## src/rtl/rsn_pkg.sv

```systemverilog
// Shared constants and helper functions for the ray against sphere table core.
package rsn_pkg;

  localparam int MAX_SPHERES = 16;
  localparam int SLOT_W      = 4;
  localparam int COUNT_W     = 5;
  localparam int ENT_W       = 127;

  localparam int OP_W   = 44;
  localparam int PROD_W = 88;
  localparam int DIG_W  = 11;
  localparam int DIG_N  = 4;
  localparam int DCNT_W = 2;

  localparam int RAD_W  = 88;
  localparam int ROOT_W = 44;
  localparam int QUO_W  = 17;

  localparam logic OP_LOAD = 1'b0;
  localparam logic OP_CAST = 1'b1;

  localparam logic REG_COUNT = 1'b0;
  localparam logic REG_MIND  = 1'b1;

  localparam logic [15:0] MIN_DIST_RST = 16'd66;

  function automatic logic [OP_W-1:0] mag(input logic signed [OP_W-1:0] x);
    return x[OP_W-1] ? OP_W'(-x) : OP_W'(x);
  endfunction

  function automatic logic signed [31:0] sat32(input logic signed [41:0] v);
    logic signed [31:0] r;
    if (v > 42'sd2147483647) r = 32'sh7FFFFFFF;
    else if (v < -42'sd2147483648) r = 32'sh80000000;
    else r = v[31:0];
    return r;
  endfunction

endpackage

```

## src/rtl/rsn_sqrt.sv

```systemverilog
// Bit-serial integer square root, two radicand bits per cycle.
module rsn_sqrt (
  input  logic                       clk,
  input  logic                       rst,
  input  logic                       start,
  input  logic [rsn_pkg::RAD_W-1:0]  rad,
  output logic                       done,
  output logic [rsn_pkg::ROOT_W-1:0] root
);

  logic                              run;
  logic [5:0]                        cnt;
  logic [rsn_pkg::RAD_W-1:0]         nsh;
  logic [rsn_pkg::ROOT_W+2:0]        rem;
  logic [rsn_pkg::ROOT_W+2:0]        shifted;
  logic [rsn_pkg::ROOT_W+2:0]        trial;
  logic                              ge;

  assign shifted = {rem[rsn_pkg::ROOT_W:0], nsh[rsn_pkg::RAD_W-1 -: 2]};
  assign trial   = {1'b0, root, 2'b01};
  assign ge      = shifted >= trial;

  always_ff @(posedge clk) begin
    if (rst) begin
      run  <= 1'b0;
      done <= 1'b0;
      cnt  <= '0;
    end else begin
      done <= 1'b0;
      if (start) begin
        nsh  <= rad;
        rem  <= '0;
        root <= '0;
        cnt  <= '0;
        run  <= 1'b1;
      end else if (run) begin
        nsh  <= nsh << 2;
        rem  <= ge ? shifted - trial : shifted;
        root <= {root[rsn_pkg::ROOT_W-2:0], ge};
        cnt  <= cnt + 1'b1;
        if (cnt == 6'(rsn_pkg::ROOT_W - 1)) begin
          run  <= 1'b0;
          done <= 1'b1;
        end
      end
    end
  end

endmodule

```

## config.mk

```make
export PLATFORM = sky130hd
export DESIGN_NAME = rsn_sqrt
export DESIGN_NICKNAME = d
export VERILOG_FILES = /design/src/rtl/rsn_pkg.sv /design/src/rtl/rsn_sqrt.sv
export SDC_FILE = /design/constraint.sdc
export NUM_CORES = 1
export LEC_CHECK = 0
export BUFFER_PORTS_ARGS = -buffer_cell sky130_fd_sc_hd__buf_4
export CORE_MARGIN = 2
export CORE_UTILIZATION = 59
export CTS_CLUSTER_DIAMETER = 40
export CTS_CLUSTER_SIZE = 40
export DETAILED_ROUTE_END_ITERATION = 16
export MAX_ROUTING_LAYER = met4
export PLACE_DENSITY = 0.78
export SYNTH_ARGS = -nofsm -noshare
export SYNTH_HDL_FRONTEND = slang
export SYNTH_SLANG_ARGS = --single-unit
```

## constraint.sdc

```tcl
create_clock -name clk -period 14.93 [get_ports clk]
set_input_delay 1.493 -clock clk [delete_from_list [all_inputs] [get_ports clk]]
set_output_delay 1.493 -clock clk [all_outputs]
set_load 0.03 [all_outputs]
```

## Word-level counts from Yosys, hierarchy flattened

Index checks and enable logic that the tools add are counted.

| storage, ports and cells | value |
|---|---|
| memory bits (read-only) | 0 |
| logic and storage cells | 25 |
| input port bits | 91 |
| memories kept | 0 |
| bits in writable memories | 0 |
| flip-flop bits (word level) | 185 |
| latch bits | 0 |

| operators by class | value |
|---|---|
| reduce and logical (&&, ||, !) cells | 4 |
| equal/unequal tests | 1 |
| add/subtract/negate cells | 2 |
| order comparisons | 1 |
| shifts and indexed selects | 0 |
| bitwise gates (word level) | 2 |
| divide/modulo/power cells | 0 |
| muxes and demuxes | 9 |
| multipliers | 0 |

Operators with widths:

| kind | number |
|---|---|
| 88-bit two-way mux | 2 |
| 45-bit two-way mux | 2 |
| 47-bit by 46-bit greater-or-equal comparator with 1-bit output | 1 |
| 45-bit subtractor | 1 |
| 44-bit two-way mux | 1 |
| 6-bit by 1-bit adder with 6-bit output (second input constant) | 1 |
| 6-bit equality test (second input constant) | 1 |
| 1-bit two-way mux | 4 |
| 3-bit OR reduction | 1 |
| 1-bit NOT | 2 |
| 2-bit AND reduction | 1 |
| 2-bit nonzero test | 1 |
| 2-bit OR reduction | 1 |

## Logic depth before layout (Yosys ltp)

| logic depth | value |
|---|---|
| word-level depth | 4 |
| mapped depth | 14 |
| gate-level depth less buffers | 11 |

## Worst setup path after synthesis

OpenSTA, ideal clock, no wires.

| timing | value |
|---|---|
| path type | input -> register |
| start | input start |
| end | register nsh[0] in the netlist's numbering (enable) |
| required time | 14,154 ps |
| arrival | 10,474 ps |
| cell stages on the path | 4 |
| path slack | 3,679 ps |
| buffers on the path | 2 |
| cells stage by stage | clkbuf_1 -> buf_2 -> inv_1 -> a21oi_1 |

| on the way | value |
|---|---|
| word-level cells in the longest chain between the ends | 2 |

Ends and longest elaborated chain:

| element | line | text |
|---|---|---|
| from (decl) | rsn_sqrt.sv:5 | `input logic start,` |
| 2-bit nonzero test (no line) | -- |  |
| 2-bit AND reduction (no line) | -- |  |
| to (signal assigned) | rsn_sqrt.sv:31 | `nsh <= rad;` |
| to (signal assigned) | rsn_sqrt.sv:37 | `nsh <= nsh << 2;` |
| to (decl) | rsn_sqrt.sv:13 | `logic [rsn_pkg::RAD_W-1:0] nsh;` |

No other way between the ends.
A chain may end at the register's enable or synchronous reset.

## Worst setup path in the final report

| timing | value |
|---|---|
| start | input start |
| end | register root[30] in the netlist's numbering (enable) |

| on the way | value |
|---|---|
| word-level cells in the longest chain between the ends | 2 |

Ends and longest elaborated chain:

| element | line | text |
|---|---|---|
| 2-bit nonzero test (no line) | -- |  |
| 2-bit AND reduction (no line) | -- |  |
| to (signal assigned) | rsn_sqrt.sv:39 | `root <= {root[rsn_pkg::ROOT_W-2:0], ge};` |
| to (decl) | rsn_sqrt.sv:8 | `output logic [rsn_pkg::ROOT_W-1:0] root` |

No other way between the ends.

==> results by group <==
Final layout
  – Share of layout cells above drive strength 1: 0.263
  – Area delta synth->final: 16.6%
  – Register area: 0.00548 mm2
  – Multi-input gate area: 0.00453 mm2
  – Nets: 1184
  – Diode count: 0
  – Finished Layout Cells: 1284
  – Fill cells: 1284

Min path
  – Hold_sp: cnt[5]$_SDFFE_PP0P_
  – Hold endpoint: done$_SDFF_PP0_
  – Hold Crit Class: reg2reg
  – Hold path depth: 2

STA
  – Part of the cycle the worst path needs: 0.282
  – Final setup fails: 0
  – Rel. slew slack: 0.280
  – Max Freq: 0.237 GHz
  – Final setup skew: 9.68 ps
  – Pins over their slew limit: 0
  – Worst Max-Slew Pin Slew: 1080 ps
  – Min Tclk post-route: 4210 ps
  – Hold slack: 491 ps
  – Setup TNS: 0 ps
  – Final Hold Violating Endpoints: 0
  – RSZ-0062 raised after global routing: no

Critical path
  – Crit Path Category: in2reg
  – Worst EP required: 14990 ps
  – Cells on worst reg2reg path: 10
  – Arrival time at the worst endpoint: 4270 ps
  – Reg2reg end: rem[34]$_SDFFCE_PP0P_
  – Endpoint type of the worst setup path: flop
  – Startpoint types: input pin
  – R2R Path Start: rem[19]$_SDFFCE_PP0P_
  – R2r setup slk: 10870 ps
  – Peak fanout along the critical path: 111

Route
  – Antenna viol nets, final: 0
  – Wirelength per Cell: 16.8 um
  – Wl on met1: 9540 um
  – Drt drc: 0
  – Top Metal Used: met4
  – DR WL met3: 1450 um
  – Starting DRT DRC Count: 446
  – 1st-pass router iterations: 5
  – WL met2: 10200 um
  – Final wirelength: 21600 um
  – Via count: 7399
  – DR vias/cell: 5.76

Clocking
  – CTS Sinks: 185
  – CTS root buffer: clkbuf_16
  – # hold bufs at CTS: 0
  – CTS tree: yes
  – H-Tree Depth: 4
  – Clk_lat worst skew: 440 ps
  – Maximum clock insertion buffer count: 2
  – Post-CTS setup repair buffer count: 0
  – Clock transition at path regs: 70 ps
  – CTS Buf Count: 17
  – Post-CTS Resized: 0

GRT
  – Gr usage total: 0.249
  – Initial antenna violation count: 0
  – Number of global-route vias before repair: 7241
  – First-pass GRT wire length: 35300 um
  – Total grt overflow: 0
  – Largest net degree at the start of global routing: 112

Logic synthesis
  – Syn_nets: 1071
  – Ys flop type: edfxtp_1
  – Yosys reg bits: 185
  – Post-synth EDFFs: 177
  – Average size of a mapped cell: 11.2 um2
  – Post-synthesis sequential area ratio: 0.525
  – YS warnings: 0
  – Synth Cell Area: 0.0104 mm2
  – Synth async-reset ratio: 0
  – Mapped Cells: 933
  – Synth cell types: 59

Floorplanning
  – Starting utilization of the core area: 0.602
  – Die Area: 0.0187 mm2
  – Core area: 0.0173 mm2
  – I/O pin count: 136
  – Die outline width: 137 um
  – Die Y: 137 um
  – # rows: 48

Power
  – Leakage: 4.84 nW
  – Max rail drop VDD: 0.0000938 V
  – Pwr Density: 118 mW/mm2

Placed design
  – DP Wirelength: 15000 um
  – Post-placement cell count: 1252
  – Gpl congestion: 0.876
  – Port Buffers: 135

Outcome
  – Status: completed

Job
  – Max Cap Violations: 0
[sequential cells by signal, summed over array words and instances (netlist names)]
name and cells:
run 1, nsh 88, done 1, root 44
cnt 6, rem 45
[power breakdown]
part           leakage (nW)  internal (mW)  switching (mW)
logic                  2.76          0.140           0.195
clock network         0.294          0.241           0.224
registers              1.78          0.619          0.0165
[worst max-delay path, cell delays in order]
cell and delay [ps]:
buf_6 670, inv_1 280, a21oi_4 790, buf_4 930
[how the worst max path moves through the flow]
stage | endpoint | start | slack [ps] | depth (start not counted)
final | root[30]$_SDFFCE_PP0P_ | start | 10720 | 4
after global routing | rem[22]$_SDFFCE_PP0P_ | start | 10440 | 4
after CTS | root[30]$_SDFFCE_PP0P_ | start | 10690 | 4
after detailed placement | root[25]$_SDFFCE_PP0P_ | start | 10250 | 4
after global placement | root[16]$_SDFFCE_PP0P_ | start | 10240 | 4
after floorplan | nsh[0]$_SDFFCE_PN0P_ | start | 3680 | 4
[logic make-up after synthesis]
group                    after synthesis  synth area share
AO/OA/AOI/OAI                        206             0.132
XOR/XNOR                              42            0.0353
adder cells (fa/ha/maj)               47            0.0564
buffers and inverters                102            0.0412
flip-flops                           185             0.525
multiplexers                          87            0.0939
AND/OR/NAND/NOR                      264             0.115
[layout make-up]
cell class                      instances  area share
Sequential cell                       185       0.451
Multi-Input combinational cell        646       0.373
Timing Repair Buffer                  140      0.0868
Clock buffer                           18      0.0353
Tap cell                              225      0.0232
Inverter                               56      0.0173
Clock inverter                         14      0.0139
[cells in the mapped netlist, types with 5 or more instances]
library cell  instances  area share
buf_1                10      0.0036
or3_1                 9      0.0054
a21o_1               26       0.019
mux2_2               86       0.093
xnor2_1              23       0.019
o21bai_1              7      0.0050
nand3_1              17      0.0082
nor2_1               78       0.028
a211oi_1              5      0.0036
and3_1                6      0.0036
nand4_1              17       0.010
edfxtp_1            177        0.51
o21a_1               14       0.010
ha_1                 47       0.056
o21ai_0              26       0.012
o211ai_1              6      0.0043
dfxtp_1               8       0.015
nand2_1             102       0.037
nor3_1                9      0.0043
clkbuf_1             26      0.0094
a31oi_1               5      0.0030
o31ai_1               9      0.0065
xor2_1               19       0.016
a21oi_1              79       0.038
inv_1                56       0.020
a211oi_2              9       0.011
[through the flow]
step           setup slack (ps)  area (um2)  utilization  total power [mW]
4_1_cts                   10690       12200        0.703              1.44
6_report                  10720       12200        0.703              1.44
2_1_floorplan              3680       10400            -             0.905
5_1_grt                   10440       12200        0.703              1.50
3_3_place_gp              10240       11600        0.668             0.971
3_5_place_dp              10250       11600        0.668             0.979
[placed cells by master (no fill, tap or decap), types with 5 or more instances in the layout]
cell and count:
inv_1 56, mux2_2 86, o21bai_1 7, nand3_1 17, a211oi_1 5, inv_6 6
o21ai_0 26, o31ai_1 9, xor2_1 19, a211oi_2 9, o21a_1 14, clkbuf_16 17
nand2_1 102, edfxtp_1 177, xnor2_1 23, nor3_1 9, o211ai_1 6, a21oi_1 78
dfxtp_1 8, buf_4 139, ha_1 47, nor2_1 78, a31oi_1 5, and3_1 6
a21o_1 26, or3_1 9, nand4_1 17
[metal layers]
layer  track usage  vias to the layer above
met2         0.390                      226
met1         0.317                     3499
met5             -                        -
met4        0.0808                        0
li1              -                     3638
met3        0.0693                       36
Power figures use the tool's default switching activity.
