<file path="config.mk">
export PLATFORM = sky130hd
export DESIGN_NAME = rsn_mul
export DESIGN_NICKNAME = d
export VERILOG_FILES = /design/src/rtl/rsn_pkg.sv /design/src/rtl/rsn_mul.sv
export SDC_FILE = /design/constraint.sdc
export NUM_CORES = 2
export LEC_CHECK = 0
export ABC_AREA = 1
export BUFFER_PORTS_ARGS = -buffer_cell sky130_fd_sc_hd__buf_2
export CAP_MARGIN = 10
export CORE_ASPECT_RATIO = 1.75
export CORE_MARGIN = 2
export CORE_UTILIZATION = 45
export CTS_CLUSTER_SIZE = 14
export DETAILED_ROUTE_END_ITERATION = 7
export HOLD_SLACK_MARGIN = 0.05
export PLACE_DENSITY = 0.63
export SYNTH_ARGS = -nofsm -noshare
export SYNTH_HDL_FRONTEND = slang
export SYNTH_SLANG_ARGS = --single-unit
</file>
<file path="constraint.sdc">
create_clock -name clk -period 8.14 [get_ports clk]
set_clock_uncertainty 0.2 [all_clocks]
set_input_delay 0.814 -clock clk [delete_from_list [all_inputs] [get_ports clk]]
set_output_delay 0.814 -clock clk [all_outputs]
set_load 0.02 [all_outputs]
</file>
<file path="src/rtl/rsn_pkg.sv">
// Shared constants and helper functions for the ray against sphere table core.
package rsn_pkg;

  localparam int MAX_SPHERES = 16;
  localparam int SLOT_W      = 4;
  localparam int COUNT_W     = 5;
  localparam int ENT_W       = 127;

  localparam int OP_W   = 44;
  localparam int PROD_W = 88;
  localparam int DIG_W  = 11;
  localparam int DIG_N  = 4;
  localparam int DCNT_W = 2;

  localparam int RAD_W  = 88;
  localparam int ROOT_W = 44;
  localparam int QUO_W  = 17;

  localparam logic OP_LOAD = 1'b0;
  localparam logic OP_CAST = 1'b1;

  localparam logic REG_COUNT = 1'b0;
  localparam logic REG_MIND  = 1'b1;

  localparam logic [15:0] MIN_DIST_RST = 16'd66;

  function automatic logic [OP_W-1:0] mag(input logic signed [OP_W-1:0] x);
    return x[OP_W-1] ? OP_W'(-x) : OP_W'(x);
  endfunction

  function automatic logic signed [31:0] sat32(input logic signed [41:0] v);
    logic signed [31:0] r;
    if (v > 42'sd2147483647) r = 32'sh7FFFFFFF;
    else if (v < -42'sd2147483648) r = 32'sh80000000;
    else r = v[31:0];
    return r;
  endfunction

endpackage

</file>
<file path="src/rtl/rsn_mul.sv">
// Shared unsigned multiplier, one 11-bit digit of the second operand per cycle.
module rsn_mul (
  input  logic                       clk,
  input  logic                       rst,
  input  logic                       start,
  input  logic [rsn_pkg::OP_W-1:0]   a,
  input  logic [rsn_pkg::OP_W-1:0]   b,
  output logic                       done,
  output logic [rsn_pkg::PROD_W-1:0] prod
);

  logic                                      run;
  logic [rsn_pkg::DCNT_W-1:0]                cnt;
  logic [rsn_pkg::OP_W-1:0]                  ar;
  logic [rsn_pkg::OP_W-1:0]                  br;
  logic [rsn_pkg::PROD_W-1:0]                acc;
  logic [rsn_pkg::OP_W+rsn_pkg::DIG_W-1:0]   part;

  assign part = ar * br[rsn_pkg::DIG_W*cnt +: rsn_pkg::DIG_W];
  assign prod = acc;

  always_ff @(posedge clk) begin
    if (rst) begin
      run  <= 1'b0;
      done <= 1'b0;
      cnt  <= '0;
    end else begin
      done <= 1'b0;
      if (start) begin
        ar  <= a;
        br  <= b;
        acc <= '0;
        cnt <= '0;
        run <= 1'b1;
      end else if (run) begin
        acc <= acc + (rsn_pkg::PROD_W'(part) << (rsn_pkg::DIG_W * cnt));
        cnt <= cnt + 1'b1;
        if (cnt == rsn_pkg::DCNT_W'(rsn_pkg::DIG_N - 1)) begin
          run  <= 1'b0;
          done <= 1'b1;
        end
      end
    end
  end

endmodule

</file>
* Word-level counts from Yosys, hierarchy flattened
Cells that the tools add are included.
** Storage, ports and cells
- Flip-flop bits (word level) :: 180
- Bits in latches :: 0
- Bits in writable memories :: 0
- Memory bits (read-only) :: 0
- Input port bits :: 91
- Output and inout port bits :: 89
- Memories kept :: 0
** Cells by class
- Add/sub/neg operators :: 2
- Multiply operators :: 2
- Div/mod/pow operators :: 0
- $lt $le $gt $ge :: 0
- Eq/ne operators :: 1
- Shifts and indexed selects :: 2
- Mux-type cells :: 5
- Bitwise operators :: 2
- Reduce and logical (&&, ||, !) cells :: 5
** Operators with widths (number)
- 88-bit adder :: 1
- 88-bit two-way mux :: 1
- 55-bit by 6-bit << shifter with 88-bit output :: 1
- 44-bit by 11-bit multiplier with 55-bit output :: 1
- 44-bit by 7-bit indexed part select with 11-bit output :: 1
- 4-bit by 2-bit multiplier with 6-bit output, first input constant :: 1
- 1-bit two-way mux :: 4
- 2-bit AND reduction :: 2
- 3-bit OR reduction :: 1
- 2-bit by 1-bit adder with 2-bit output, second input constant :: 1
- 2-bit == test, second input constant :: 1
- 1-bit NOT :: 2
- 2-bit nonzero test :: 1
- 2-bit OR reduction :: 1

* Longest topological paths before layout
- Depth after elaboration :: 6
- Depth in mapped cells :: 59
- Gate-level depth less buffers :: 56

* Worst setup path after synthesis
No wires, ideal clock.
- Path kind :: reg-to-reg
- Start :: reg cnt[0] (netlist bit)
- End :: reg acc, in the netlist prod[79] (data pin)
- Setup time :: 0.253 ns
- Arrival time :: 7.940 ns
- Data required time :: 7.687 ns
- Slack :: -0.253 ns
- Stages on the path, launching flop included :: 52
- Clock period less this slack :: 8.393 ns
- Cells stage by stage :: dfxtp_1 > buf_2 > clkbuf_1 > buf_2 > buf_2 > nand2_1 > nand3_1 > nand2_1 > clkinv_1 > clkbuf_1 > nand2_1 > fa_1 > fa_1 > inv_1 > fa_1 > fa_1 > inv_1 > fa_1 > [... 16 more ...] > o21ai_0 > nand2_1 > nand3_1 > o21ai_1 > ha_1 > nand2_1 > nor2_1 > inv_1 > o21ai_0 > a21oi_1 > o21ai_0 > a21oi_1 > o31ai_2 > nand3_1 > nand2_1 > nand2_1 > nand2_1 > nor2_1
** Between the ends
- Longest elaborated chain between the ends :: 6
** RTL lines
- start, declared :: line rsn_mul.sv:13 : logic [rsn_pkg::DCNT_W-1:0] cnt;
- start signal, assigned :: line rsn_mul.sv:37 : cnt <= cnt + 1'b1;
- 4-bit by 2-bit multiplier with 6-bit output * :: line rsn_mul.sv:19, rsn_mul.sv:36
- 44-bit by 7-bit indexed part select with 11-bit output :: line rsn_mul.sv:19 : assign part = ar * br[rsn_pkg::DIG_W*cnt +: rsn_pkg::DIG_W];
- 44-bit by 11-bit multiplier with 55-bit output :: line rsn_mul.sv:19
- 55-bit by 6-bit << shifter with 88-bit output * :: line rsn_mul.sv:36 : acc <= acc + (rsn_pkg::PROD_W'(part) << (rsn_pkg::DIG_W * cnt));
- 88-bit adder * :: line rsn_mul.sv:36
- 88-bit two-way mux * :: line rsn_mul.sv:35 : end else if (run) begin
- end signal, assigned :: line rsn_mul.sv:36
- end, declared :: line rsn_mul.sv:16 : logic [rsn_pkg::PROD_W-1:0] acc;
Mark *: on every way between the ends. The rest lies on a longest branch, timed or not. The select of a mux whose other input is x is not followed.
A chain may end at the register's enable or synchronous reset.

* Final worst setup path
- Start :: reg cnt[0] (netlist bit)
- End :: reg acc, in the netlist prod[83] (data pin)
The elaborated chain is that of the path after synthesis.

==> results.sh <==
export IMPL_slew_viol_final=0
export IMPL_antenna_found_initial=2
export IMPL_multi_input_area_sq_um=27300
export IMPL_cp_end_kind="flop"
export IMPL_yosysSeqAreaShare=0.165
export IMPL_grt_pass1_vias=38469
export IMPL_hold_start="a[35]"
export IMPL_rsz0062_at_grt="true"
export IMPL_clock_sinks=180
export IMPL_layout_nets=6484
export IMPL_worstMarginPinSlew_ns=0.938
export IMPL_finalSetupViolCount=69
export IMPL_drt_first_pass_iters=5
export IMPL_design_die_area_sq_um=74600
export IMPL_syn_to_final_growth_pct=45.2
export IMPL_routed_via_density=5.38
export IMPL_r2r_start="cnt[0]"
export IMPL_h_tree_depth=4
export IMPL_fin_crit_ns=9.00
export IMPL_fin_ws_ns=-0.859
export IMPL_grtUsageTotal=0.397
export IMPL_postLayoutCellArea_sq_um=47200
export IMPL_grt_pass1_wl_um=221000
export IMPL_hold_viol_final=0
export IMPL_synth_edf_count=176
export IMPL_io_pins=180
export IMPL_worst_endpoint_required_ns=8.23
export IMPL_coreArea_sq_um=71700
export IMPL_wl_per_cell_um=21.9
export IMPL_critical_path_endpoint="prod[83]"
export IMPL_portBuffers=179
export IMPL_detail_route_antenna_nets=0
export IMPL_synth_cell_types=57
export IMPL_hp_class="in -> reg"
export IMPL_hold_buffers=0
export IMPL_dieWidth_um=207
export IMPL_cp_num_buf_inv=15
export IMPL_startpoint="cnt[0]"
export IMPL_cts_buffers=17
export IMPL_crit_family="adder cells"
export IMPL_clkTransAtPathRegs_ns=0.09
export IMPL_max_slew_margin=0.375
export IMPL_outcome="finished with violations"
export IMPL_seqCellArea_sq_um=5370
export IMPL_crit_fanout=14
export IMPL_gp_congestion=1.08
export IMPL_grt_start_max_net_pins=76
export IMPL_drive_above_1_share=0.349
export IMPL_rows=130
export IMPL_clock_latency_ns=0.54
export IMPL_dp_hpwl_um=116000
export IMPL_r2r_slack_ns=-0.86
export IMPL_cp_start_kind="flop"
export IMPL_finalCritPeriodShare=1.11
export IMPL_syn_nets=5411
export IMPL_clock_path_buffers=2
export IMPL_cts_tree="yes"
export IMPL_fillers=6465
export IMPL_criticalPathCategory="reg -> reg"
export IMPL_fmax_ghz=0.111
export IMPL_cpPeakStageDelay_ns=0.53
export IMPL_path_depth=52
export IMPL_drc=0
export IMPL_drtIter0Drc=2425
export IMPL_wl_um=148000
export IMPL_worstPathArrival_ns=9.09
export IMPL_cts_root_buf="clkbuf_16"
export IMPL_r2r_end="prod[83]"
export IMPL_die_h_um=360
export IMPL_ys_flop_type="edfxtp_1"
export IMPL_synth_area_per_cell_sq_um=6.84
export IMPL_max_cap_violations=0
export IMPL_violations="negative setup slack"
export IMPL_ys_ff_latch=180
export IMPL_slowest_stage="fa_1"
export IMPL_floorplan_initialDensity=0.454
export IMPL_syn_area_sq_um=32500
export IMPL_vias=36434
export IMPL_syn_inst=4759
export IMPL_dpl_cell_area_sq_um=41500
export IMPL_gr_total_overflow=0
export IMPL_r2r_cells=52
export IMPL_crit_top_cell="nand2_1"
export IMPL_async_flop_share=0
export IMPL_yosysWarnings=0
registers in the layout (all words and copies together) (netlist names):
name	cells
prod	88
done	1
ar	44
run	1
cnt	2
br	44
synth_stat cells, drive strengths merged (3+ instances only):
cell type | n | area (sq um)
xor2 | 15 | 139
buf | 89 | 383
a21oi | 268 | 1350
o2111ai | 3 | 26.3
fa | 378 | 7570
nor4 | 6 | 43.8
nand3b | 3 | 26.3
a31oi | 25 | 156
nand4 | 28 | 175
xnor2 | 11 | 96.3
mux2i | 5 | 50.1
nor3 | 25 | 135
nand3 | 405 | 2070
o21bai | 13 | 101
o211ai | 7 | 57.6
o31ai | 3 | 41.3
a21boi | 10 | 75.1
inv | 858 | 3220
o21a | 43 | 323
a211oi | 3 | 22.5
nor2 | 549 | 2100
dfxtp | 4 | 80.1
or2 | 8 | 50.1
ha | 183 | 2290
clkinv | 12 | 45.0
clkbuf | 63 | 236
a21o | 15 | 113
nand2 | 1285 | 4860
edfxtp | 176 | 5290
o21ai | 252 | 1310
and2 | 5 | 31.3
worst reg2reg max path: cells and delay by family, from the launching register on:
family | cells | cell delay, ns
adder cells (fa/ha/maj) | 7 | 3.05
AO/OA/AOI/OAI | 9 | 1.54
buffers and inverters | 15 | 1.69
AND/OR/NAND/NOR | 21 | 1.90
flip-flops | 1 | 0.39
metrics by stage:
stage          utilization  setup TNS, ns  hold slack (ns)  std cells  worst slack [ns]
2_1_floorplan            -              0            0.274       4759           0.00467
3_3_place_gp         0.579         -77.04            0.298       6652             -2.00
3_5_place_dp         0.579         -76.76            0.305       6652             -1.99
4_1_cts              0.643         -28.40            0.181       6747            -0.850
5_1_grt              0.659         -65.14            0.224       6770             -1.29
6_report             0.659         -37.19            0.243       6770            -0.859
timing repair:
action | 4_1_cts | 5_1_grt
gates resized for setup | 728 | 230
cloned | 12 | 1
pin swaps | 97 | 93
setup endpoints to repair | 77 | 78
buffers inserted | 52 | 22
placed cells by master (no fill, tap or decap), types with 23 or more instances in the layout:
cell,count
a21oi_1,179
a21oi_2,74
buf_12,44
buf_2,179
buf_4,948
edfxtp_1,176
fa_1,362
ha_1,99
ha_4,80
inv_1,814
inv_2,41
nand2_1,1126
nand2_2,136
nand2_4,23
nand3_1,282
nand3_2,113
nand4_1,28
nor2_1,419
nor2_2,89
nor2_4,41
o21a_1,41
o21ai_0,115
o21ai_1,57
o21ai_2,67
layout make-up:
type,instances,area share
Multi-Input combinational cell,3557,0.577
Clock inverter,15,0.00400
Tap cell,924,0.0245
Inverter,870,0.0702
Timing Repair Buffer,1206,0.201
Clock buffer,17,0.00900
Sequential cell,180,0.114
Antenna cell,1,0.0000530
how the worst min path moves through the flow:
stage / cells past startpoint / to
2_1_floorplan: 2 / done
3_3_place_gp: 2 / cnt[0]
3_5_place_dp: 2 / cnt[0]
4_1_cts: 1 / ar[34]
5_1_grt: 1 / ar[27]
6_report: 1 / ar[35]
cells by family after synthesis:
kind of cell,synth area share
flops,0.165
mux,0.00154
fa+ha+maj,0.303
xor+xnor,0.00723
simple gates,0.292
buf+inv,0.119
compound gates,0.112
routing by layer:
| metal | global-route usage | part of all wire | wire (um) |
|---|---|---|---|
| met4 | 0.449 | 0.14 | 20700 |
| met3 | 0.0776 | 0.052 | 7760 |
| met5 | 0.000651 | 0 | 0 |
| met1 | 0.363 | 0.31 | 46100 |
| met2 | 0.692 | 0.50 | 73400 |
Power is not shown: default switching activity piles up to over one toggle a cycle in this logic, so the estimate is an artifact.
