<file path="src/rtl/rsn_pkg.sv">
// Shared constants and helper functions for the ray against sphere table core.
package rsn_pkg;

  localparam int MAX_SPHERES = 16;
  localparam int SLOT_W      = 4;
  localparam int COUNT_W     = 5;
  localparam int ENT_W       = 127;

  localparam int OP_W   = 44;
  localparam int PROD_W = 88;
  localparam int DIG_W  = 11;
  localparam int DIG_N  = 4;
  localparam int DCNT_W = 2;

  localparam int RAD_W  = 88;
  localparam int ROOT_W = 44;
  localparam int QUO_W  = 17;

  localparam logic OP_LOAD = 1'b0;
  localparam logic OP_CAST = 1'b1;

  localparam logic REG_COUNT = 1'b0;
  localparam logic REG_MIND  = 1'b1;

  localparam logic [15:0] MIN_DIST_RST = 16'd66;

  function automatic logic [OP_W-1:0] mag(input logic signed [OP_W-1:0] x);
    return x[OP_W-1] ? OP_W'(-x) : OP_W'(x);
  endfunction

  function automatic logic signed [31:0] sat32(input logic signed [41:0] v);
    logic signed [31:0] r;
    if (v > 42'sd2147483647) r = 32'sh7FFFFFFF;
    else if (v < -42'sd2147483648) r = 32'sh80000000;
    else r = v[31:0];
    return r;
  endfunction

endpackage

</file>
<file path="src/rtl/rsn_div.sv">
// Restoring divider for num * 2^16 / den with num not above den.
module rsn_div (
  input  logic                       clk,
  input  logic                       rst,
  input  logic                       start,
  input  logic [rsn_pkg::OP_W-1:0]   num,
  input  logic [rsn_pkg::ROOT_W-1:0] den,
  output logic                       done,
  output logic [rsn_pkg::QUO_W-1:0]  quo
);

  logic                              run;
  logic [4:0]                        cnt;
  logic [rsn_pkg::ROOT_W:0]          rem;
  logic [rsn_pkg::ROOT_W:0]          tmp;
  logic                              ge;

  // first step compares the plain numerator, later ones the doubled remainder
  assign tmp = (cnt == '0) ? rem : {rem[rsn_pkg::ROOT_W-1:0], 1'b0};
  assign ge  = tmp >= {1'b0, den};

  always_ff @(posedge clk) begin
    if (rst) begin
      run  <= 1'b0;
      done <= 1'b0;
      cnt  <= '0;
    end else begin
      done <= 1'b0;
      if (start) begin
        rem <= (rsn_pkg::ROOT_W+1)'(num);
        cnt <= '0;
        run <= 1'b1;
      end else if (run) begin
        rem <= ge ? tmp - {1'b0, den} : tmp;
        quo <= {quo[rsn_pkg::QUO_W-2:0], ge};
        cnt <= cnt + 1'b1;
        if (cnt == 5'(rsn_pkg::QUO_W - 1)) begin
          run  <= 1'b0;
          done <= 1'b1;
        end
      end
    end
  end

endmodule

</file>
<file path="config.mk">
export PLATFORM = sky130hd
export DESIGN_NAME = rsn_div
export DESIGN_NICKNAME = d
export VERILOG_FILES = /design/src/rtl/rsn_pkg.sv /design/src/rtl/rsn_div.sv
export SDC_FILE = /design/constraint.sdc
export NUM_CORES = 1
export LEC_CHECK = 0
export ABC_AREA = 1
export BUFFER_PORTS_ARGS = -buffer_cell sky130_fd_sc_hd__buf_2
export CORE_MARGIN = 4
export CORE_UTILIZATION = 57
export CTS_CLUSTER_DIAMETER = 100
export DETAILED_ROUTE_END_ITERATION = 12
export MAX_ROUTING_LAYER = met4
export PLACE_DENSITY = 0.79
export REMOVE_ABC_BUFFERS = 1
export SLEW_MARGIN = 20
export SYNTH_ARGS = -nofsm -noshare
export SYNTH_HDL_FRONTEND = slang
export SYNTH_SLANG_ARGS = --single-unit
</file>
<file path="constraint.sdc">
create_clock -name clk -period 8.6 [get_ports clk]
set_input_delay 0.43 -clock clk [delete_from_list [all_inputs] [get_ports clk]]
set_output_delay 0.43 -clock clk [all_outputs]
set_load 0.1 [all_outputs]
</file>
**Yosys cells after proc, flatten, opt, wreduce, memory -nomap -nowiden**

Index checks and enable logic that the tools add are counted.

- Latch bits: 0
- Output and inout bits: 18
- Memory bits (read-only): 0
- Register bits: 69
- Input bits: 91
- Memories: 0
- Logic and storage cells: 27
- Bits in writable memories: 0

- Bitwise operators: 3
- Reductions and logical operators: 6
- Eq/ne operators: 1
- Divide/modulo/power cells: 0
- $lt $le $gt $ge: 1
- Shifts and indexed selects: 0
- Multiply operators: 0
- Muxes and demuxes: 8
- Add/sub/neg operators: 2

Operators with widths:

| operator | number |
|---|---|
| 45-bit 2-to-1 mux | 3 |
| 45-bit by 44-bit greater-or-equal comparator with 1-bit output | 1 |
| 45-bit by 44-bit subtractor with 45-bit output | 1 |
| 44-bit 2-to-1 mux | 1 |
| 5-bit by 1-bit adder with 5-bit output, second input constant | 1 |
| 5-bit == test, second input constant | 1 |
| 5-bit logical NOT | 1 |
| 1-bit 2-to-1 mux | 4 |
| 1-bit inverter | 3 |
| 3-bit AND reduction | 1 |
| 3-bit OR reduction | 1 |
| 2-bit AND reduction | 1 |
| 2-bit nonzero test | 1 |
| 2-bit OR reduction | 1 |

**Logic depth before layout (Yosys ltp)**

Gate-level depths: netlist of the first run.

- Depth after elaboration: 6
- Mapped depth: 24
- Depth with buffers taken out: 22

**Worst setup path before layout of the first run**

Ideal clock, no wire load.

- Path type: input to register
- Start point: in start
- End point: reg run
- Data required time: 8530 ps
- Stages: 4
- Data arrival time: 3145 ps
- Buffers on the path: 0
- Setup slack: 5386 ps
- Setup time: 70 ps
- Cell sequence: inv_2 -> a21oi_1 -> o21ai_0 -> inv_1

- Word-level cells in the longest chain between the ends: 1

Ends and longest elaborated chain:

| element | line | text |
|---|---|---|
| from (decl) | rsn_div.sv:5 | `input logic start,` |
| 1-bit 2-to-1 mux | rsn_div.sv:29 | `if (start) begin` |
| to (signal assigned) | rsn_div.sv:24 | `run <= 1'b0;` |
| to (signal assigned) | rsn_div.sv:32 | `run <= 1'b1;` |
| to (signal assigned) | rsn_div.sv:38 | `run <= 1'b0;` |
| to (decl) | rsn_div.sv:12 | `logic run;` |

Every way passes these cells.
A chain may end at the register's enable or synchronous reset.

**Worst setup path in the final report of the first run**

- Start point: reg cnt[0]
- End point: reg rem[25] (netlist name), data pin

- Word-level cells in the longest chain between the ends: 6
- Elaborated cells on any way between the ends: 7
- Those cells by class: add/sub: 1; order compare: 1; mux: 4; reduce/logical: 1

Ends and longest elaborated chain:

| element | line | text |
|---|---|---|
| from (decl) | rsn_div.sv:13 | `logic [4:0] cnt;` |
| from (signal assigned) | rsn_div.sv:36 | `cnt <= cnt + 1'b1;` |
| 5-bit logical NOT * | rsn_div.sv:19 | `assign tmp = (cnt == '0) ? rem : {rem[rsn_pkg::ROOT_W-1:0], 1'b0};` |
| 45-bit 2-to-1 mux * | rsn_div.sv:19 |  |
| 45-bit by 44-bit subtractor with 45-bit output or 45-bit by 44-bit greater-or-equal comparator with 1-bit output (tied branches) | rsn_div.sv:34, rsn_div.sv:20 |  |
| 45-bit 2-to-1 mux * | rsn_div.sv:34 | `rem <= ge ? tmp - {1'b0, den} : tmp;` |
| 45-bit 2-to-1 mux * | rsn_div.sv:33 | `end else if (run) begin` |
| 44-bit 2-to-1 mux * | rsn_div.sv:29 |  |
| to (signal assigned) | rsn_div.sv:30 | `rem <= (rsn_pkg::ROOT_W+1)'(num);` |
| to (signal assigned) | rsn_div.sv:34 |  |
| to (decl) | rsn_div.sv:14 | `logic [rsn_pkg::ROOT_W:0] rem;` |

Every way passes the cells marked *; elsewhere a longest branch is shown, timed or not. The select of a mux whose other input is x is not followed.

==> results.toml, run 1 <==
[sta]
fin_crit_ns = 4.42
slew_violations = 0
rsz0062_at_grt = "no"
skew_ns = 0.0106
tns_ns = 0
finalSetupViolCount = 0
finalCritPeriodShare_pct = 51.4
max-slew-margin-rel_pct = 38.3
tightest_slew_ns = 0.926
max_freq_mhz = 226
hold_viol_final = 0

[pwr]
share_comb_of_total_power_pct = 49.4
vdd_drop_max_mv = 0.159
power_density_nw_per_um2 = 177
clkPwrFrac_pct = 24.0
switching_share_pct = 44.4
power.leakage_nw = 5.12
p_sw_mw = 0.701
p_int_mw = 0.879
power.share.sequential_pct = 26.6

[detailed_routing]
drt-initial-drc-count = 672
avgRoutedWirePerCell_microns = 14.3
vias = 8384
wl_microns = 23400
drc = 0
drtAntennaViolNets = 0
dr.pass1.iters = 6
routed_via_density = 5.12

[global_route]
grt_pass1_wl_microns = 37700
grt_usage_pct = 29.9
antenna_found_initial = 0
grt_pass1_vias = 7813
overflow = 0
grt_max_degree = 88

[placed_design]
hpwl_microns = 18200
gp_congestion = 1.01
io_buffers = 108

[cts]
clk_path_buf_depth = 2
clk_pin_slew_ns = 0.07
htree_levels = 3
cts_resized = 0
clk_latency_ns = 0.35
cts-root-buf = "clkbuf_16"
cts_tree = "done"
numCtsBuffers = 9
holdBufCountCts = 0
postCtsSetupBuffers = 0
clock-sinks = 69

[worst_setup_path]
cp_data_required_time_ns = 8.70
r2r_setup_slack_ns = 4.18
cp-end-kind = "flop"
cp_max_fo = 87
start_kind = "flop"
path_class = "reg -> reg"
cp.arrival_ns = 4.52

[yosys]
syn-instance-count = 1360
syn_avg_cell_area_sq_um = 5.89
seq_area_frac_synth_pct = 25.0
synth.distinct_cells = 38
synth-seq-cells = 69
synth-warning-count = 0
syn-cell-area_sq_um = 8010

[final_layout]
fin_nets = 1590
nFillCells = 1406
drive_above_1_share_pct = 10.4
layout_common_cells = "nand2_1 (554), inv_1 (284), buf_2 (108)"
synthToLayoutAreaGrowth_pct = 11.2
final_util_pct = 64.4
diodes = 0
mostFrequentLayoutCell = "nand2_1"

[job]
cap_violations = 0

[floorplanning]
die_h_microns = 127
die_x_microns = 127
core_area_sq_um = 13800
num_rows = 43
initial_utilization_pct = 57.9
io_pins = 109
dieArea_sq_um = 16000

[worst_hold_path]
hold_class = "in -> reg"

[run_status]
status = "finished, final reports clean"
## synthesized netlist by cell type (all sizes together)
library cell	n	area share, %
or2	1	0.078
xor2	1	0.11
mux2	1	0.14
nand4	9	0.70
a21o	2	0.19
inv	286	13
buf	18	1.8
clkbuf	12	0.56
o21ai	43	2.7
nand2	558	27
nand3	94	6.6
dfxtp	7	1.8
nor3	5	0.31
fa	1	0.25
and2	2	0.16
ha	46	7.2
edfxtp	62	23
xnor2	22	2.4
nor4	2	0.16
o21a	1	0.094
a21oi	43	2.7
nand3b	34	3.2
nor2	105	5.3
o21bai	4	0.38
a31oi	1	0.078
## state kept, by name, summed over array words and instances, names as in the netlist
signal,count
done,1
rem,45
quo,17
cnt,5
run,1
## critical path, stage by stage (launching register included)
cell     delay, ns
dfxtp_1       0.37
inv_1         0.06
ha_1          0.23
nand3_2       0.08
buf_4         0.61
mux2_2        0.43
ha_1          0.34
nand2_1       0.13
inv_1         0.05
a21oi_1       0.25
nor2_1        0.08
nor2_1        0.11
nor2_1        0.10
nor2_8        0.58
nand2_8       0.35
nand2_1       0.18
nand2_1       0.06
nand2_1       0.05
nand2_1       0.07
## cell type report
class,instances,area [sq um],share of cell area (%)
sequential,69,2000,22.5
clock buffer,9,225,2.53
inverter,286,1070,12.1
clock inverter,7,62.6,0.703
timing repair buffer,111,563,6.32
multi-input combinational,975,4750,53.4
tap,180,225,2.53
## per-stage QoR
stage	total power, mW	hold WS, ns	worst slack [ns]	std cells	area [sq um]
6_report	1.58	0.341	4.18	1637	8900
2_1_floorplan	1.00	0.471	4.61	1330	7820
3_5_place_dp	1.19	0.432	4.23	1621	8620
5_1_grt	1.70	0.346	3.76	1637	8900
4_1_cts	1.57	0.333	4.21	1637	8900
3_3_place_gp	1.18	0.424	4.37	1621	8620
## routing by layer
layer | track usage (%) | vias up | part of all wire, %
li1 | - | 4340 | -
met1 | 40.1 | 3696 | 45
met2 | 46.4 | 298 | 45
met3 | 4.13 | 50 | 7.2
met4 | 10.4 | 0 | 2.7
met5 | - | - | 0
## path summary, 6_finish.rpt
path,start,end,cells after the start
worst max-delay path,cnt[0]$_SDFFE_PP0P_,rem[25]$_DFFE_PP_,18
worst max register to register,cnt[0]$_SDFFE_PP0P_,rem[25]$_DFFE_PP_,18
worst min register to register,quo[7]$_DFFE_PP_,quo[8]$_DFFE_PP_,0
worst min-delay path,num[42],rem[42]$_DFFE_PP_,3
## kinds of logic after synthesis
family,count (synthesis),synth area share (%)
AOI/OAI and AO/OA,94,6.16
xor gates and xnor gates,23,2.52
adders and majority gates,47,7.44
buffers and inverters,316,15.8
DFF,69,25.0
muxes,1,0.141
and+or+nand+nor,810,43.0
## power groups by stage
stage	Sequential, mW	Clock (mW)	Combinational [mW]
2_1_floorplan	0.435	0	0.565
3_3_place_gp	0.425	0	0.755
3_5_place_dp	0.427	0	0.766
4_1_cts	0.420	0.382	0.771
5_1_grt	0.422	0.397	0.879
6_report	0.420	0.379	0.781
(Power assumes the default switching activity.)
==> inputs of run 2 (changes only) <==
==> constraint.sdc (replaced) <==
create_clock -name clk -period 4.5 [get_ports clk]
set_input_delay 0.225 -clock clk [delete_from_list [all_inputs] [get_ports clk]]
set_output_delay 0.225 -clock clk [all_outputs]
set_load 0.1 [all_outputs]
==> results.toml, run 2 (synthesis results as in run 1) <==
[final_layout]
regArea_sq_um = 2000
synthToLayoutAreaGrowth_pct = 12.0
largest_reg_flops = 45
diodes = 0
layout_common_cells = "nand2_1 (554), inv_1 (284), buf_2 (108)"
top_regs = "rem (45), quo (17), cnt (5)"
nFillCells = 1338
finalInstanceArea_sq_um = 8960
mostFrequentLayoutCell = "nand2_1"
top_register = "rem"
fin_nets = 1595
multi_input_area_sq_um = 4760
drive_above_1_share_pct = 10.7

[worst_setup_path]
cp_common_cell = "nand2_1"
cp.buffers_inverters = 5
r2r_setup_slack_ns = 0.42
max_stage_delay_ns = 0.36
cp-end-kind = "flop"
reg2reg_depth = 19
r2r_end = "rem[38]$_DFFE_PP_"
r2r-start = "cnt[1]$_SDFFE_PP0P_"
cp_cell_sequence = "inv_1 -> ha_1 -> nand3_4 -> buf_4 -> o21ai_0 -> ha_1 -> nand2_1 -> inv_1 -> a21oi_1 -> nand2_1 -> a21oi_1 -> nand2_2 -> nand2_4 -> buf_4 -> nand3_1 -> nand2_1 -> inv_1 -> nand2_1 -> nand2_1"
path_delay_family = "simple AND/OR/NAND/NOR gates"
start_kind = "flop"
cp_max_fo = 27
path_class = "reg -> reg"
crit_slowest_cell = "buf_4"
cp.arrival_ns = 4.19
cp_data_required_time_ns = 4.61

[cts]
cts-root-buf = "clkbuf_16"
htree_levels = 3
postCtsSetupBuffers = 0
numCtsBuffers = 9
clk_pin_slew_ns = 0.07
clock-sinks = 69
clk_path_buf_depth = 2
clk_latency_ns = 0.36
cts_tree = "done"

[sta]
rsz0062_at_grt = "no"
tns_ns = 0
tightest_slew_ns = 0.953
setup_slack_ns = 0.420
finalSetupViolCount = 0
max_freq_mhz = 245
skew_ns = 0.00711
slew_violations = 0
fin_hold_ws_ns = 0.134
fin_crit_ns = 4.08
max-slew-margin-rel_pct = 36.5
hold_viol_final = 0
finalCritPeriodShare_pct = 90.7

[pwr]
p_sw_mw = 1.36
vdd_drop_max_mv = 0.205
switching_share_pct = 44.6
power.leakage_nw = 5.15
share_comb_of_total_power_pct = 49.5
power.share.sequential_pct = 26.3
power_density_nw_per_um2 = 340
p_int_mw = 1.69
clkPwrFrac_pct = 24.2

[floorplanning]
die_h_microns = 127
num_rows = 43
initial_utilization_pct = 57.9
core_area_sq_um = 13800
io_pins = 109
dieArea_sq_um = 16000
die_x_microns = 127

[global_route]
overflow = 0
grt_pass1_vias = 7885
grt_pass1_wl_microns = 38300
grt_max_degree = 49
antenna_found_initial = 0
grt_usage_pct = 30.5

[worst_hold_path]
hold_class = "in -> reg"
holdPathStages = 3
min_from = "num[42]"
hold_end = "rem[42]$_DFFE_PP_"

[placed_design]
hpwl_microns = 18600
dpl_cell_area_sq_um = 8670
io_buffers = 108
gp_congestion = 1.02
place_ws_ns = 0.326

[job]
cap_violations = 0

[detailed_routing]
wl_microns = 23500
avgRoutedWirePerCell_microns = 14.3
drt-initial-drc-count = 619
routed_via_density = 5.07
vias = 8317
drc = 0
dr.pass1.iters = 5
drtAntennaViolNets = 0

[run_status]
status = "finished, final reports clean"
==> run 2: cell types whose count changed in the layout (fill, tap and decap cells not counted) <==
cell | before | now
inv_6 | 4 | 2
nand3_2 | 11 | 10
clkinv_4 | 1 | 2
inv_8 | 1 | 2
buf_12 | 0 | 1
nand3_4 | 0 | 1
buf_4 | 3 | 7
==> run 2: stage by stage <==
step / total power, mW / std cells / utilization (%)
floorplan: 1.91 / 1330 / -
global placement: 2.28 / 1626 / 62.7
detailed placement: 2.30 / 1626 / 62.7
CTS: 3.04 / 1642 / 64.8
global route: 3.29 / 1642 / 64.8
finish: 3.05 / 1642 / 64.8
==> run 2: area by class of cell <==
class,instances,area share (%)
Multi-Input combinational cell,975,53.1
Sequential cell,69,22.3
Inverter,286,12.0
Timing Repair Buffer,116,6.84
Clock buffer,9,2.51
Tap cell,180,2.51
Clock inverter,7,0.726
==> run 2: worst max path at each step <==
stage	from	endpoint	slack (ns)	cells after the start
finish	cnt[1]$_SDFFE_PP0P_	rem[38]$_DFFE_PP_	0.42	19
global placement	cnt[1]$_SDFFE_PP0P_	rem[42]$_DFFE_PP_	0.45	21
floorplan	cnt[1]$_SDFFE_PP0P_	rem[25]$_DFFE_PP_	0.51	17
CTS	cnt[1]$_SDFFE_PP0P_	rem[38]$_DFFE_PP_	0.31	19
detailed placement	cnt[1]$_SDFFE_PP0P_	rem[38]$_DFFE_PP_	0.33	19
global route	cnt[1]$_SDFFE_PP0P_	rem[38]$_DFFE_PP_	0.14	19
==> run 2: power by group through the flow <==
stage / Sequential, mW / Clock (mW) / Combinational, mW
after floorplan: 0.832 / 0 / 1.08
after global placement: 0.814 / 0 / 1.46
after detailed placement: 0.815 / 0 / 1.48
after CTS: 0.801 / 0.745 / 1.49
after global routing: 0.806 / 0.776 / 1.71
final: 0.801 / 0.738 / 1.51
==> run 2: worst register-to-register path, stage by stage (launching register included) <==
cell     delay, ns
dfxtp_1       0.33
inv_1         0.09
ha_1          0.24
nand3_4       0.29
buf_4         0.31
o21ai_0       0.27
ha_1          0.33
nand2_1       0.12
inv_1         0.06
a21oi_1       0.17
nand2_1       0.12
a21oi_1       0.32
nand2_2       0.13
nand2_4       0.29
buf_4         0.36
nand3_1       0.13
nand2_1       0.08
inv_1         0.05
nand2_1       0.06
nand2_1       0.07
==> run 2: routing by layer <==
layer	vias up	track usage (%)	share of wire, %
li1	4348	-	-
met1	3682	41.1	47
met2	255	48.4	46
met3	32	3.16	5.6
met4	0	9.84	2.1
met5	-	-	0
==> run 2: repair_timing <==
action,in CTS,in global routing
gates resized for setup,0,1
hold buffers,0,0
endpoints found under the setup margin,0,29
==> inputs of run 3 (changes only) <==
--- a/config.mk
+++ b/config.mk
@@ -9,6 +9,7 @@
 export BUFFER_PORTS_ARGS = -buffer_cell sky130_fd_sc_hd__buf_2
 export CORE_MARGIN = 4
 export CORE_UTILIZATION = 57
+export CTS_BUF_LIST = sky130_fd_sc_hd__clkbuf_8
 export CTS_CLUSTER_DIAMETER = 100
 export DETAILED_ROUTE_END_ITERATION = 12
 export MAX_ROUTING_LAYER = met4
==> results.toml, run 3 (synthesis results as in run 1) <==
[worst_setup_path]
crit_slowest_cell = "buf_4"
cp_data_required_time_ns = 4.66
path_class = "reg -> reg"
max_stage_delay_ns = 0.36
cp_max_fo = 27
cp-end-kind = "flop"
r2r_setup_slack_ns = 0.40
cp.arrival_ns = 4.25
cp_cell_sequence = "inv_1 -> ha_1 -> nand3_4 -> buf_4 -> o21ai_0 -> ha_1 -> nand2_1 -> inv_1 -> a21oi_1 -> nand2_1 -> a21oi_1 -> nand2_2 -> nand2_4 -> buf_4 -> nand3_1 -> nand2_1 -> inv_1 -> nand2_1 -> nand2_1"
start_kind = "flop"
cp_common_cell = "nand2_1"

[cts]
postCtsSetupBuffers = 0
numCtsBuffers = 9
clk_path_buf_depth = 2
clock-sinks = 69
clk_pin_slew_ns = 0.11
cts_resized = 0
holdBufCountCts = 0
cts_tree = "done"
cts-root-buf = "clkbuf_8"
htree_levels = 3
clk_latency_ns = 0.40

[global_route]
grt_usage_pct = 30.3
antenna_found_initial = 0
grt_pass1_wl_microns = 38200
grt_max_degree = 49
overflow = 0
grt_pass1_vias = 7895

[placed_design]
io_buffers = 108
gp_congestion = 1.02
hpwl_microns = 18600
dpl_cell_area_sq_um = 8670

[pwr]
finalPower_mw = 2.86
vdd_drop_max_mv = 0.181
power_density_nw_per_um2 = 322
power.leakage_nw = 5.10

[sta]
rsz0062_at_grt = "no"
finalCritPeriodShare_pct = 91.0
max_freq_mhz = 244
tightest_slew_ns = 0.968
fin_crit_ns = 4.10
tns_ns = 0
fin_hold_ws_ns = 0.0964
hold_viol_final = 0
max-slew-margin-rel_pct = 35.5
finalSetupViolCount = 0
slew_violations = 0
skew_ns = 0.0172

[job]
cap_violations = 0

[final_layout]
drive_above_1_share_pct = 10.7
top_register = "rem"
mostFrequentLayoutCell = "nand2_1"
top_regs = "rem (45), quo (17), cnt (5)"
fin_nets = 1595
diodes = 0
synthToLayoutAreaGrowth_pct = 10.7
largest_reg_flops = 45
finalInstanceArea_sq_um = 8860
layout_common_cells = "nand2_1 (554), inv_1 (284), buf_2 (108)"

[floorplanning]
num_rows = 43
die_h_microns = 127
dieArea_sq_um = 16000
die_x_microns = 127
core_area_sq_um = 13800
initial_utilization_pct = 57.9
io_pins = 109

[detailed_routing]
drc = 0
wl_microns = 23500
avgRoutedWirePerCell_microns = 14.3
dr.pass1.iters = 5
vias = 8305
routed_via_density = 5.06
drtAntennaViolNets = 0
drt-initial-drc-count = 628

[worst_hold_path]
hold_class = "in -> reg"

[run_status]
status = "finished, final reports clean"
## run 3: critical path, delay by kind of cell, from the launching register on
kind	cells	cell delay, ns
flip-flops	1	0.34
AO/OA/AOI/OAI	3	0.77
adder cells (fa/ha/maj)	2	0.57
buffers and inverters	5	0.86
AND/OR/NAND/NOR	9	1.28
## run 3: worst paths after layout
path / start / end / depth (start not counted)
worst max-delay path: cnt[1]$_SDFFE_PP0P_ / rem[38]$_DFFE_PP_ / 19
worst min-delay path: num[15] / rem[15]$_DFFE_PP_ / 3
worst max register to register: cnt[1]$_SDFFE_PP0P_ / rem[38]$_DFFE_PP_ / 19
worst min register to register: quo[12]$_DFFE_PP_ / quo[13]$_DFFE_PP_ / 0
## run 3: layout make-up
cell class,count,area [sq um]
flip-flops and latches,69,2000
multi-input cells,975,4760
repair buffers,116,613
well taps,180,225
clock buffers,9,124
clock inverters,7,65.1
inverters,286,1070
fillers,1359,4960
## run 3: where the power goes
group | total, mW | internal, mW | switching (mW)
registers | 0.801 | 0.776 | 0.0249
clock network | 0.545 | 0.214 | 0.331
logic | 1.51 | 0.525 | 0.985
## run 3: per-layer routing
layer,GRT usage [%],wire length (microns),up-vias,part of all wire (%)
li1,-,-,4340,-
met1,40.9,11000,3680,47
met2,48.1,10700,251,46
met3,2.95,1340,34,5.7
met4,10.1,512,0,2.2
met5,-,0,-,0
## run 3: per-stage QoR
stage,setup slack (ns),cells,util (%)
final,0.403,1642,64.1
after global routing,0.144,1642,64.1
after CTS,0.311,1642,64.0
after detailed placement,0.326,1626,62.7
after global placement,0.450,1626,62.7
after floorplan,0.513,1330,-
